==> src/sv/assert_macros.svh <==
// assertion macros used by the top-level rtl file
`ifndef ASSERT_MACROS_SVH
`define ASSERT_MACROS_SVH

`ifndef SYNTHESIS
// property must hold at every rising clock edge outside reset
`define SAHS_ASSERT(lbl, clk, rstn, prop, msg) \
  lbl: assert property (@(posedge clk) disable iff (!rstn) prop) else $error(msg);
// condition must never be true outside reset
`define SAHS_ASSERT_NEVER(lbl, clk, rstn, cond, msg) \
  lbl: assert property (@(posedge clk) disable iff (!rstn) !(cond)) else $error(msg);
`else
`define SAHS_ASSERT(lbl, clk, rstn, prop, msg)
`define SAHS_ASSERT_NEVER(lbl, clk, rstn, cond, msg)
`endif

`endif

==> src/sv/sahs_pkg.sv <==
// types and constants of the homing sequencer
`default_nettype none

package sahs_pkg;

  // configuration register data and index widths
  localparam int unsigned CfgDataWidth = 16;
  localparam int unsigned CfgIdxWidth  = 3;

  // default counter width
  localparam int unsigned CountWidthDef = 16;

  // register indexes
  typedef enum logic [CfgIdxWidth-1:0] {
    REG_RELEASE_MODE    = 3'd0,
    REG_BACKOFF_STEPS   = 3'd1,
    REG_OVERSHOOT_STEPS = 3'd2,
    REG_FINAL_STEPS     = 3'd3,
    REG_TOWARD_LEVEL    = 3'd4
  } cfg_idx_e;

  // register reset values
  localparam logic                    ReleaseModeRst    = 1'b1;
  localparam logic [CfgDataWidth-1:0] BackoffStepsRst   = 16'd41;
  localparam logic [CfgDataWidth-1:0] OvershootStepsRst = 16'd41;
  localparam logic [CfgDataWidth-1:0] FinalStepsRst     = 16'd0;
  localparam logic                    TowardLevelRst    = 1'b0;

  // request kinds
  typedef enum logic {
    KIND_TICK  = 1'b0,
    KIND_START = 1'b1
  } kind_e;

  // sequence phases
  typedef enum logic [2:0] {
    PH_IDLE      = 3'd0,
    PH_RELEASE   = 3'd1,
    PH_BACKOFF   = 3'd2,
    PH_SEEK      = 3'd3,
    PH_OVERSHOOT = 3'd4,
    PH_FINAL     = 3'd5
  } phase_e;

endpackage

`default_nettype wire

==> src/sv/sahs_req_if.sv <==
// request channel: step tick or start with switch sample
`default_nettype none

interface sahs_req_if;
  logic valid;
  logic ready;
  logic kind;
  logic switch_active;

  modport source (output valid, output kind, output switch_active, input ready);
  modport sink   (input valid, input kind, input switch_active, output ready);
endinterface

`default_nettype wire

==> src/sv/sahs_res_if.sv <==
// result channel: step, direction and sequence status
`default_nettype none

interface sahs_res_if;
  logic valid;
  logic ready;
  logic step_pulse;
  logic direction;
  logic busy_res;
  logic done_res;

  modport source (output valid, output step_pulse, output direction, output busy_res,
                  output done_res, input ready);
  modport sink   (input valid, input step_pulse, input direction, input busy_res,
                  input done_res, output ready);
endinterface

`default_nettype wire

==> src/sv/sahs_cfg_if.sv <==
// configuration write channel
`default_nettype none

interface sahs_cfg_if;
  import sahs_pkg::*;

  logic                    valid;
  logic                    ready;
  logic [CfgIdxWidth-1:0]  idx;
  logic [CfgDataWidth-1:0] data;

  modport source (output valid, output idx, output data, input ready);
  modport sink   (input valid, input idx, input data, output ready);
endinterface

`default_nettype wire

==> src/sv/stepper_axis_homing_sequencer_top.sv <==
// homing sequencer for one stepper axis against a limit switch
`default_nettype none
`include "assert_macros.svh"

// Homes one axis against a limit switch. A start request samples the switch and
// begins a sequence (if active, step away until it releases in release mode,
// then back off; seek toward the switch, overshoot, final steps away); each tick
// request then returns one result telling whether to step and in which
// direction, plus busy and done flags. Every request returns exactly one result.
// A request enters the input register and its result the result register. One
// request is taken per cycle while the result slot is free or drains; a single
// pass of phase checks between the registers falls through all phases whose
// condition or count is met. Configuration writes are taken at any time, one
// per cycle, and are meant to be issued only while no request is in flight.
module stepper_axis_homing_sequencer_top #(
  parameter int unsigned COUNT_WIDTH = sahs_pkg::CountWidthDef
) (
  input  wire logic   clk_i,
  input  wire logic   rst_ni,
  sahs_cfg_if.sink    cfg_i,
  sahs_req_if.sink    req_i,
  sahs_res_if.source  res_o
);
  import sahs_pkg::*;

  localparam int unsigned CW = COUNT_WIDTH;
  localparam int unsigned LW = CW + CfgDataWidth;

  // configuration registers
  logic                    release_mode_q;
  logic [CfgDataWidth-1:0] backoff_steps_q;
  logic [CfgDataWidth-1:0] overshoot_steps_q;
  logic [CfgDataWidth-1:0] final_steps_q;
  logic                    toward_level_q;

  // input register
  logic in_vld_q;
  logic kind_q;
  logic sw_q;

  // sequence state
  phase_e        phase_q, phase_d;
  logic [CW-1:0] cnt_q, cnt_d;

  // result register
  logic out_vld_q;
  logic step_q, step_d;
  logic dir_q, dir_d;
  logic busy_q, busy_d;
  logic done_q, done_d;

  logic advance;

  // saturate a register count to the counter range
  function automatic logic [CW-1:0] load_count(input logic [CfgDataWidth-1:0] v);
    logic [LW-1:0] wide;
    logic [LW-1:0] lim;
    wide = {{CW{1'b0}}, v};
    lim  = {{CfgDataWidth{1'b0}}, {CW{1'b1}}};
    if (wide > lim) begin
      return {CW{1'b1}};
    end
    return wide[CW-1:0];
  endfunction

  // configuration writes, indexes beyond the list are dropped
  assign cfg_i.ready = 1'b1;

  always_ff @(posedge clk_i or negedge rst_ni) begin
    if (!rst_ni) begin
      release_mode_q    <= ReleaseModeRst;
      backoff_steps_q   <= BackoffStepsRst;
      overshoot_steps_q <= OvershootStepsRst;
      final_steps_q     <= FinalStepsRst;
      toward_level_q    <= TowardLevelRst;
    end else if (cfg_i.valid) begin
      unique case (cfg_i.idx)
        REG_RELEASE_MODE:    release_mode_q    <= cfg_i.data[0];
        REG_BACKOFF_STEPS:   backoff_steps_q   <= cfg_i.data;
        REG_OVERSHOOT_STEPS: overshoot_steps_q <= cfg_i.data;
        REG_FINAL_STEPS:     final_steps_q     <= cfg_i.data;
        REG_TOWARD_LEVEL:    toward_level_q    <= cfg_i.data[0];
        default: ;
      endcase
    end
  end

  // handshake: input register moves on when the result slot is free or drains
  assign advance     = in_vld_q && (!out_vld_q || res_o.ready);
  assign req_i.ready = !in_vld_q || advance;

  always_ff @(posedge clk_i or negedge rst_ni) begin
    if (!rst_ni) begin
      in_vld_q <= 1'b0;
    end else if (req_i.valid && req_i.ready) begin
      in_vld_q <= 1'b1;
    end else if (advance) begin
      in_vld_q <= 1'b0;
    end
  end

  always_ff @(posedge clk_i) begin
    if (req_i.valid && req_i.ready) begin
      kind_q <= req_i.kind;
      sw_q   <= req_i.switch_active;
    end
  end

  // phase decision with fall-through of finished phases
  always_comb begin
    logic settled;
    phase_d = phase_q;
    cnt_d   = cnt_q;
    step_d  = 1'b0;
    dir_d   = toward_level_q;
    done_d  = 1'b0;
    settled = 1'b0;

    if (kind_q == KIND_START) begin
      settled = 1'b1;
      if (sw_q) begin
        if (release_mode_q) begin
          phase_d = PH_RELEASE;
          cnt_d   = '0;
        end else begin
          phase_d = PH_BACKOFF;
          cnt_d   = load_count(backoff_steps_q);
        end
      end else begin
        phase_d = PH_SEEK;
        cnt_d   = '0;
      end
    end else begin
      if (phase_d == PH_IDLE) begin
        settled = 1'b1;
      end
      // step away while the switch stays active
      if (!settled && phase_d == PH_RELEASE) begin
        if (sw_q) begin
          step_d  = 1'b1;
          dir_d   = ~toward_level_q;
          settled = 1'b1;
        end else begin
          phase_d = PH_BACKOFF;
          cnt_d   = load_count(backoff_steps_q);
        end
      end
      // counted steps away
      if (!settled && phase_d == PH_BACKOFF) begin
        if (cnt_d != '0) begin
          cnt_d   = cnt_d - 1'b1;
          step_d  = 1'b1;
          dir_d   = ~toward_level_q;
          settled = 1'b1;
        end else begin
          phase_d = PH_SEEK;
        end
      end
      // seek toward the switch
      if (!settled && phase_d == PH_SEEK) begin
        if (!sw_q) begin
          step_d  = 1'b1;
          dir_d   = toward_level_q;
          settled = 1'b1;
        end else begin
          phase_d = PH_OVERSHOOT;
          cnt_d   = load_count(overshoot_steps_q);
        end
      end
      // overshoot toward the switch
      if (!settled && phase_d == PH_OVERSHOOT) begin
        if (cnt_d != '0) begin
          cnt_d   = cnt_d - 1'b1;
          step_d  = 1'b1;
          dir_d   = toward_level_q;
          settled = 1'b1;
        end else begin
          phase_d = PH_FINAL;
          cnt_d   = load_count(final_steps_q);
        end
      end
      // final steps away, then done
      if (!settled && phase_d == PH_FINAL) begin
        if (cnt_d != '0) begin
          cnt_d   = cnt_d - 1'b1;
          step_d  = 1'b1;
          dir_d   = ~toward_level_q;
        end else begin
          phase_d = PH_IDLE;
          cnt_d   = '0;
          done_d  = 1'b1;
        end
        settled = 1'b1;
      end
      // unknown phase code returns to idle
      if (!settled) begin
        phase_d = PH_IDLE;
      end
    end

    busy_d = (phase_d != PH_IDLE);
  end

  // sequence state
  always_ff @(posedge clk_i or negedge rst_ni) begin
    if (!rst_ni) begin
      phase_q <= PH_IDLE;
      cnt_q   <= '0;
    end else if (advance) begin
      phase_q <= phase_d;
      cnt_q   <= cnt_d;
    end
  end

  // result register
  always_ff @(posedge clk_i or negedge rst_ni) begin
    if (!rst_ni) begin
      out_vld_q <= 1'b0;
    end else if (advance) begin
      out_vld_q <= 1'b1;
    end else if (res_o.ready) begin
      out_vld_q <= 1'b0;
    end
  end

  always_ff @(posedge clk_i) begin
    if (advance) begin
      step_q <= step_d;
      dir_q  <= dir_d;
      busy_q <= busy_d;
      done_q <= done_d;
    end
  end

  assign res_o.valid      = out_vld_q;
  assign res_o.step_pulse = step_q;
  assign res_o.direction  = dir_q;
  assign res_o.busy_res   = busy_q;
  assign res_o.done_res   = done_q;

  // checks
  `SAHS_ASSERT_NEVER(a_done_no_step, clk_i, rst_ni,
      out_vld_q && done_q && (step_q || busy_q), "done result steps or stays busy")
  `SAHS_ASSERT(a_idle_tick_quiet, clk_i, rst_ni,
      (advance && kind_q == KIND_TICK && phase_q == PH_IDLE) |=> (!step_q && !busy_q),
      "tick while idle produced a step")
  `SAHS_ASSERT(a_uncounted_phase_zero, clk_i, rst_ni,
      (phase_q == PH_SEEK || phase_q == PH_RELEASE) |-> (cnt_q == '0),
      "counter not zero in an uncounted phase")
  `SAHS_ASSERT(a_busy_matches_phase, clk_i, rst_ni,
      advance |=> (busy_q == (phase_q != PH_IDLE)),
      "busy flag disagrees with sequence phase")

endmodule

`default_nettype wire
==> src/flat_wrapper.sv <==
// flat-port wrapper written by rule: the top's interface ports become plain ports
module stepper_axis_homing_sequencer_top_flat import sahs_pkg::*;
#(
  parameter int unsigned COUNT_WIDTH = sahs_pkg::CountWidthDef
)
  (clk_i, rst_ni, cfg_i_valid, cfg_i_idx, cfg_i_data, cfg_i_ready, req_i_valid, req_i_kind, req_i_switch_active, req_i_ready, res_o_valid, res_o_step_pulse, res_o_direction, res_o_busy_res, res_o_done_res, res_o_ready);
  sahs_cfg_if cfg_i_i ();
  sahs_req_if req_i_i ();
  sahs_res_if res_o_i ();
  input  wire logic clk_i;
  input  wire logic rst_ni;
  input wire logic [$bits(cfg_i_i.valid)-1:0] cfg_i_valid;
  input wire logic [$bits(cfg_i_i.idx)-1:0] cfg_i_idx;
  input wire logic [$bits(cfg_i_i.data)-1:0] cfg_i_data;
  output wire logic [$bits(cfg_i_i.ready)-1:0] cfg_i_ready;
  input wire logic [$bits(req_i_i.valid)-1:0] req_i_valid;
  input wire logic [$bits(req_i_i.kind)-1:0] req_i_kind;
  input wire logic [$bits(req_i_i.switch_active)-1:0] req_i_switch_active;
  output wire logic [$bits(req_i_i.ready)-1:0] req_i_ready;
  output wire logic [$bits(res_o_i.valid)-1:0] res_o_valid;
  output wire logic [$bits(res_o_i.step_pulse)-1:0] res_o_step_pulse;
  output wire logic [$bits(res_o_i.direction)-1:0] res_o_direction;
  output wire logic [$bits(res_o_i.busy_res)-1:0] res_o_busy_res;
  output wire logic [$bits(res_o_i.done_res)-1:0] res_o_done_res;
  input wire logic [$bits(res_o_i.ready)-1:0] res_o_ready;
  assign cfg_i_i.valid = cfg_i_valid;
  assign cfg_i_i.idx = cfg_i_idx;
  assign cfg_i_i.data = cfg_i_data;
  assign cfg_i_ready = cfg_i_i.ready;
  assign req_i_i.valid = req_i_valid;
  assign req_i_i.kind = req_i_kind;
  assign req_i_i.switch_active = req_i_switch_active;
  assign req_i_ready = req_i_i.ready;
  assign res_o_valid = res_o_i.valid;
  assign res_o_step_pulse = res_o_i.step_pulse;
  assign res_o_direction = res_o_i.direction;
  assign res_o_busy_res = res_o_i.busy_res;
  assign res_o_done_res = res_o_i.done_res;
  assign res_o_i.ready = res_o_ready;
  stepper_axis_homing_sequencer_top #(.COUNT_WIDTH(COUNT_WIDTH)) u_core (.clk_i(clk_i), .rst_ni(rst_ni), .cfg_i(cfg_i_i), .req_i(req_i_i), .res_o(res_o_i));
endmodule
==> config.mk <==
export PLATFORM = sky130hd
export DESIGN_NAME = stepper_axis_homing_sequencer_top_flat
export DESIGN_NICKNAME = d
export VERILOG_FILES = /design/src/sv/sahs_pkg.sv /design/src/sv/sahs_req_if.sv /design/src/sv/sahs_res_if.sv /design/src/sv/sahs_cfg_if.sv /design/src/sv/stepper_axis_homing_sequencer_top.sv /design/src/flat_wrapper.sv
export VERILOG_INCLUDE_DIRS = /design/src /design/src/sv
export SDC_FILE = /design/constraint.sdc
export NUM_CORES = 1
export LEC_CHECK = 0
export ABC_AREA = 1
export BUFFER_PORTS_ARGS = -buffer_cell sky130_fd_sc_hd__buf_2
export CORE_UTILIZATION = 40
export CTS_BUF_LIST = sky130_fd_sc_hd__clkbuf_4 sky130_fd_sc_hd__clkbuf_8 sky130_fd_sc_hd__clkbuf_16
export CTS_CLUSTER_SIZE = 28
export DETAILED_ROUTE_END_ITERATION = 12
export SKIP_CTS_REPAIR_TIMING = 1
export SLEW_MARGIN = 15
export SYNTH_ARGS = -nofsm -noshare
export SYNTH_HDL_FRONTEND = slang
export SYNTH_SLANG_ARGS = --single-unit
export TNS_END_PERCENT = 5
==> constraint.sdc <==
create_clock -name clk_i -period 6.6 [get_ports clk_i]
set_input_delay 1.32 -clock clk_i [delete_from_list [all_inputs] [get_ports clk_i]]
set_output_delay 1.32 -clock clk_i [all_outputs]
set_load 0.01 [all_outputs]
Word level (Yosys, flattened, before mapping)

Cells that the tools add are included.

Output and inout bits: 7
Register bits after elaboration: 77
Input port bits: 26
Logic and storage cells: 137

Add/subtract/negate cells: 3
Reduce and logical (&&, ||, !) cells: 30
Bitwise logic cells: 2
Equal/unequal tests: 9
Mux-type cells: 78

Operator list:

| cell                  | count |
|---|---|
| $mux 16               | 16 |
| $mux 3                | 16 |
| $reduce_bool 16->1    | 3 |
| $sub 16x1->16 const B | 3 |
| $mux 1                | 44 |
| $eq 3x2->1 const B    | 4 |
| $reduce_and 2->1      | 5 |
| $eq 3x3->1 const B    | 3 |
| $logic_and 1x1->1     | 7 |
| $logic_not 1->1       | 7 |
| $eq 3x1->1 const B    | 2 |
| $logic_not 3->1       | 2 |
| $mux 2                | 2 |
| $reduce_bool 2->1     | 2 |
| $reduce_bool 3->1     | 1 |
| $logic_or 1x1->1      | 2 |
| $not 1->1             | 2 |
| $reduce_or 2->1       | 1 |

Depth between registers and ports, before layout

Depth after elaboration: 26
Mapped depth: 37
Mapped depth without buffers: 35

Worst setup path before layout

No wires, ideal clock.

Kind: register to register
Start: register u_core.sw_q
End: register u_core.busy_q, in the netlist u_core.res_o.busy_res (data pin)
Cell stages (with the launch flop): 34
Period minus slack after synthesis: 4.223 ns
Setup time: 0.259 ns
Buffers on the path: 2
Path slack: 2.377 ns
Arrival: 3.964 ns
Data required time: 6.341 ns
Cell sequence: edfxtp_1 > nor2_4 > nand2_2 > buf_6 > nand2_1 > nand2_1 > nor2_1 > nand2_1 > nor2_4 > nand2_4 > nand2_4 > nand3_4 > buf_4 > nand2_1 > nand2_1 > inv_1 > ha_1 > inv_1 > nor2_1 > nand2_1 > o21bai_1 > nand2_1 > a21oi_2 > ha_1 > inv_1 > nor2_2 > nand3_2 > nor2_4 > nand3_2 > nand2_2 > inv_2 > nand2_2 > nand2_1 > or2_1

Word-level cells in the longest chain between the ends: 22
Elaborated cells between the ends (all ways): 60
Classes of those cells: 2 x add/sub; 4 x eq/ne; 42 x mux; 12 x reduce/logical

RTL lines:

| item                                                   | RTL line                                 | text |
|---|---|---|
| start, declared                                        | stepper_axis_homing_sequencer_top.sv:39  | `logic sw_q;` |
| start signal, assigned                                 | stepper_axis_homing_sequencer_top.sv:105 | `sw_q <= req_i.switch_active;` |
| branches (longest 20 deep; another with $sub 16x1->16) | --                                       |  |
| $mux 3 (*)                                             | stepper_axis_homing_sequencer_top.sv:119 | `if (kind_q == KIND_START) begin` |
| $reduce_bool 3->1 (*)                                  | stepper_axis_homing_sequencer_top.sv:201 | `busy_d = (phase_d != PH_IDLE);` |
| net u_core.busy_d                                      | stepper_axis_homing_sequencer_top.sv:49  | `logic busy_q, busy_d;` |
| end signal, assigned                                   | stepper_axis_homing_sequencer_top.sv:230 | `busy_q <= busy_d;` |
| end, declared                                          | stepper_axis_homing_sequencer_top.sv:49  |  |

Mark *: on every way through the listed nets, which the timed path passes. The select of a mux whose other input is x is not followed.
A chain may end at the register's enable or synchronous reset.

Final worst setup path

Ends and elaborated chain as after synthesis.

==> impl_summary.md <==
Worst setup path
The cell repeated most along the worst path is sky130_fd_sc_hd__nand2_1. The launch point of the worst path is u_core.sw_q. The worst register-to-register path has a depth of 31. The critical path is of the reg -> reg type. In this design, the stage delay of the slowest critical-path cell is 540 ps. For this design, the slowest cell found on the critical path is sky130_fd_sc_hd__edfxtp_1. The capturing element of the worst setup path is u_core.res_o.busy_res. The required time of the critical path is 6700 ps. In this run the worst path has a maximum fanout of 30. The terminus of the critical flop-to-flop path is u_core.res_o.busy_res.

The worst setup path is captured at a flop. For flop-to-flop paths, the worst setup slack is 1220 ps. The startpoint kind of the worst setup timing path is a flop. The startpoint identified for the worst register-to-register timing path is u_core.sw_q. The arrival time reported for the critical path endpoint is approximately 5500 ps.

Placed design
The number of port buffers is 31. The final estimated routing congestion in global placement is 0.960. The total instance count after detailed placement is around 1,100. Summed over all nets, the half-perimeter wirelength after detailed placement is between 15,000 and 20,000 um.

Cells and area
The count of cells in the finished layout, fillers not included, comes to 1,159. The sequential cell area is 0.00197 mm2. At the end of the flow, the number of nets in the layout was 996. The post-route netlist has 14.4% of its cells at a drive strength greater than 1.

In the final layout, the multi-input gates occupy about 0.0036 mm2. From synthesis to final layout, the design area changed by 8.36%. The fill cell total of the finished layout is 1,669.

The number of diodes is 0.

Route
The via density per instance is 5.18. Across all layers, the routed design uses 6,002 vias. The final layout contains routed wiring with a total length of 19,800 um. In this run the remaining antenna-violating nets after routing total 0.

Dividing the detail-routed wire length by the instance count gives 17.1 um. In this run, the number of DRC markers left after iteration 0 of detailed routing was 542. The total DRC errors in the routed layout is 0. Before antenna repair, the detailed router went through 5 iterations.

STA
The actual slew at the worst max-slew pin is 1060 ps. The timing-limited maximum frequency is 0.186 GHz. The final count of pins violating max slew is 0.

The final worst clock skew is 10.5 ps. The number of hold-slack violations in the final timing report is 0. Adding up every negative setup slack in the final design gives 0 ps. The final hold slack is approximately 480 ps. The max-slew headroom at the worst pin is slightly below 30%.

Setup violations remaining at the end of the flow were counted as 0. The final critical path time including I/O delays and setup is approximately 5400 ps. Dividing the final minimum period by the clock period gives 81.5%. Setup repair after global routing left no endpoint under its margin.

Synth
The unique cell type count in the Yosys netlist is 47. The net count of the mapped netlist is 985. The area share of fa/ha/maj cells after synthesis is 0.806%. Of the total synthesized cell area, the portion taken by XOR and XNOR cells is 2.12%. The combinational family with the most area after synthesis is simple AND/OR/NAND/NOR gates. The synthesized-area fraction occupied by ao, oa, aoi and oai cells is 9.39%.

In the synthesized netlist the async set-or-reset flop fraction comes to 92.2%. The total number of yosys warnings is 0. In the post-synthesis netlist, the biggest area contributors are sky130_fd_sc_hd__dfrtp_1 26%, sky130_fd_sc_hd__nand2_1 18%, sky130_fd_sc_hd__nand3_1 8.1%. Synthesis produced 955 cells. The largest area contributor in the netlist is sky130_fd_sc_hd__dfrtp_1. The proportion of synthesized area in mux cells is 0%. The mapped netlist covers ~0.0062 mm2. The most frequently used flop master after synthesis is sky130_fd_sc_hd__dfrtp_1. Dividing the synthesized area by the synthesized cell count gives 6.50 um2. The synthesized design contains 77 register bits. The basic-gate share of the synthesized area counting and, or, nand and nor cells is 44.9%.

The number of enable flip-flop cells after synthesis is 6. The top cell type by area accounts for 25.8% of the synthesized area. The register area share after synthesis is 31.6%.

Clock network
The TritonCTS clock tree is done. Clock tree synthesis selected as its root buffer the cell sky130_fd_sc_hd__clkbuf_16. The clock transition time at the flip-flop clock pins of the worst setup and hold paths is 60 ps. The number of H-tree branching levels is 3. The number of sinks handled by clock tree synthesis is 77. The total CTS buffers is 9. The number of buffers between clock root and the deepest sink is 2. The source-to-sink clock delay at the later pin of the worst-skew pair is 350 ps.

Die
The initial utilization of the core area, before any placement, comes to 40.9%. After floorplanning, the core was divided into 45 placement rows. The vertical die dimension is roughly 130 um. The core region is 0.0152 mm2.

In this run the horizontal extent of the chip is 127 um. The die area is 0.0160 mm2. 33 I/O pins were placed.

Min path
The path type of the worst min-delay path is reg -> reg. The worst hold path was traced through 2 stages. The worst hold path begins at u_core.overshoot_steps_q[2].

Run
Across the run, the number of max-cap violations was 0.

Pwr
Total power for the finished layout comes to a little under 4000 uW. The worst-case IR drop observed on VDD is 219 uV. The power density over the cells is 578 mW/mm2. The leakage power of the design is 0.00346 uW.

Global routing
The number of global-route vias before repair is between 5,000 and 6,000. The remaining global-route overflow is 0. Global routing used between 20% and 30% of the available tracks across all layers. The number of antenna violations at the first check in global routing is 0. Entering global routing, the biggest net connects 72 pins. The first-pass GRT wire length is 31,400 um.

Status
The run finished with clean final reports.
cell usage after synthesis, drive strengths merged, types with 2 or more instances:
cell / number
a21oi: 17
a22oi: 4
buf: 20
clkbuf: 14
clkinv: 2
dfrtp: 64
dfstp: 7
edfxtp: 6
ha: 4
inv: 122
nand2: 339
nand3: 108
nand3b: 6
nand4: 26
nor2: 107
o21ai: 79
o21bai: 2
or2: 6
xnor2: 3
xor2: 12
cells in the final DEF (no fill, tap or decap), types with 3 or more instances in the layout:
cell,instances
sky130_fd_sc_hd__xor2_1,12
sky130_fd_sc_hd__ha_1,4
sky130_fd_sc_hd__nand2_1,304
sky130_fd_sc_hd__clkbuf_16,10
sky130_fd_sc_hd__buf_2,30
sky130_fd_sc_hd__nor2_4,10
sky130_fd_sc_hd__buf_4,3
sky130_fd_sc_hd__a22oi_1,4
sky130_fd_sc_hd__inv_2,4
sky130_fd_sc_hd__nand3_1,100
sky130_fd_sc_hd__a21oi_2,4
sky130_fd_sc_hd__nand3b_1,6
sky130_fd_sc_hd__o21ai_0,73
sky130_fd_sc_hd__nand2_2,29
sky130_fd_sc_hd__dfrtp_1,64
sky130_fd_sc_hd__a21oi_1,13
sky130_fd_sc_hd__nor2_2,15
sky130_fd_sc_hd__dfstp_2,7
sky130_fd_sc_hd__or2_1,4
sky130_fd_sc_hd__xnor2_1,3
sky130_fd_sc_hd__o21ai_1,4
sky130_fd_sc_hd__clkinv_4,3
sky130_fd_sc_hd__nand2_4,6
sky130_fd_sc_hd__edfxtp_1,6
sky130_fd_sc_hd__nand4_1,25
sky130_fd_sc_hd__inv_1,118
sky130_fd_sc_hd__nand3_2,6
sky130_fd_sc_hd__nor2_1,81
worst max-delay path: cells and delay by family, from the launching register on:
| kind | cells | cell delay (ps) |
|---|---|---|
| AO/OA/AOI/OAI | 2 | 410 |
| adder cells (fa/ha/maj) | 2 | 430 |
| buffers and inverters | 4 | 560 |
| flip-flops | 1 | 540 |
| AND/OR/NAND/NOR | 23 | 3170 |
registers in the layout, indices dropped and copies added, names as in the netlist:
name                      count
u_core.res_o.valid            1
u_core.res_o.direction        1
u_core.res_o.step_pulse       1
u_core.overshoot_steps_q     16
u_core.toward_level_q         1
u_core.sw_q                   1
u_core.final_steps_q         16
u_core.backoff_steps_q       16
u_core.kind_q                 1
u_core.in_vld_q               1
u_core.res_o.busy_res         1
u_core.cnt_q                 16
u_core.res_o.done_res         1
u_core.phase_q                3
u_core.release_mode_q         1
routing by layer:
| metal | part of all wire [%] | global-route usage [%] |
|---|---|---|
| met1 | 47 | 35.8 |
| met2 | 45 | 42.6 |
| met3 | 5.4 | 3.08 |
| met5 | 0 | 0 |
| met4 | 2.9 | 9.43 |
how the worst min path moves through the flow:
stage | slack (ps) | endpoint
after detailed placement | 470 | u_core.overshoot_steps_q[2]
final | 480 | u_core.overshoot_steps_q[2]
after floorplan | 450 | u_core.overshoot_steps_q[10]
after global routing | 510 | u_core.overshoot_steps_q[5]
after CTS | 490 | u_core.final_steps_q[12]
after global placement | 470 | u_core.overshoot_steps_q[7]
cells by family after synthesis:
kind of cell | Yosys count
buffers and inverters | 158
flip-flops | 77
adder cells (fa/ha/maj) | 4
XOR/XNOR | 15
AO/OA/AOI/OAI | 106
AND/OR/NAND/NOR | 594
other | 1
area by class of cell:
cell class                      count  share of cell area, %
Clock buffer                       11                   3.83
Clock inverter                      5                  0.967
Inverter                          124                   6.93
Multi-Input combinational cell    720                   52.8
Sequential cell                    77                   29.2
Tap cell                          188                   3.50
Timing Repair Buffer               34                   2.73
report_power, final:
group | switching, uW | internal [uW]
Sequential | 122 | 612
Clock | 209 | 323
Combinational | 1870 | 755
Total | 2200 | 1690
through the flow:
stage / util, % / area, um2 / setup slack (ps)
3_3_place_gp: 42.1 / 6400 / 1340
2_1_floorplan: - / 6210 / 2380
5_1_grt: 44.3 / 6730 / 725
6_report: 44.3 / 6730 / 1220
3_5_place_dp: 42.1 / 6400 / 1240
4_1_cts: 44.2 / 6720 / 1230
(Power assumes the default switching activity.)
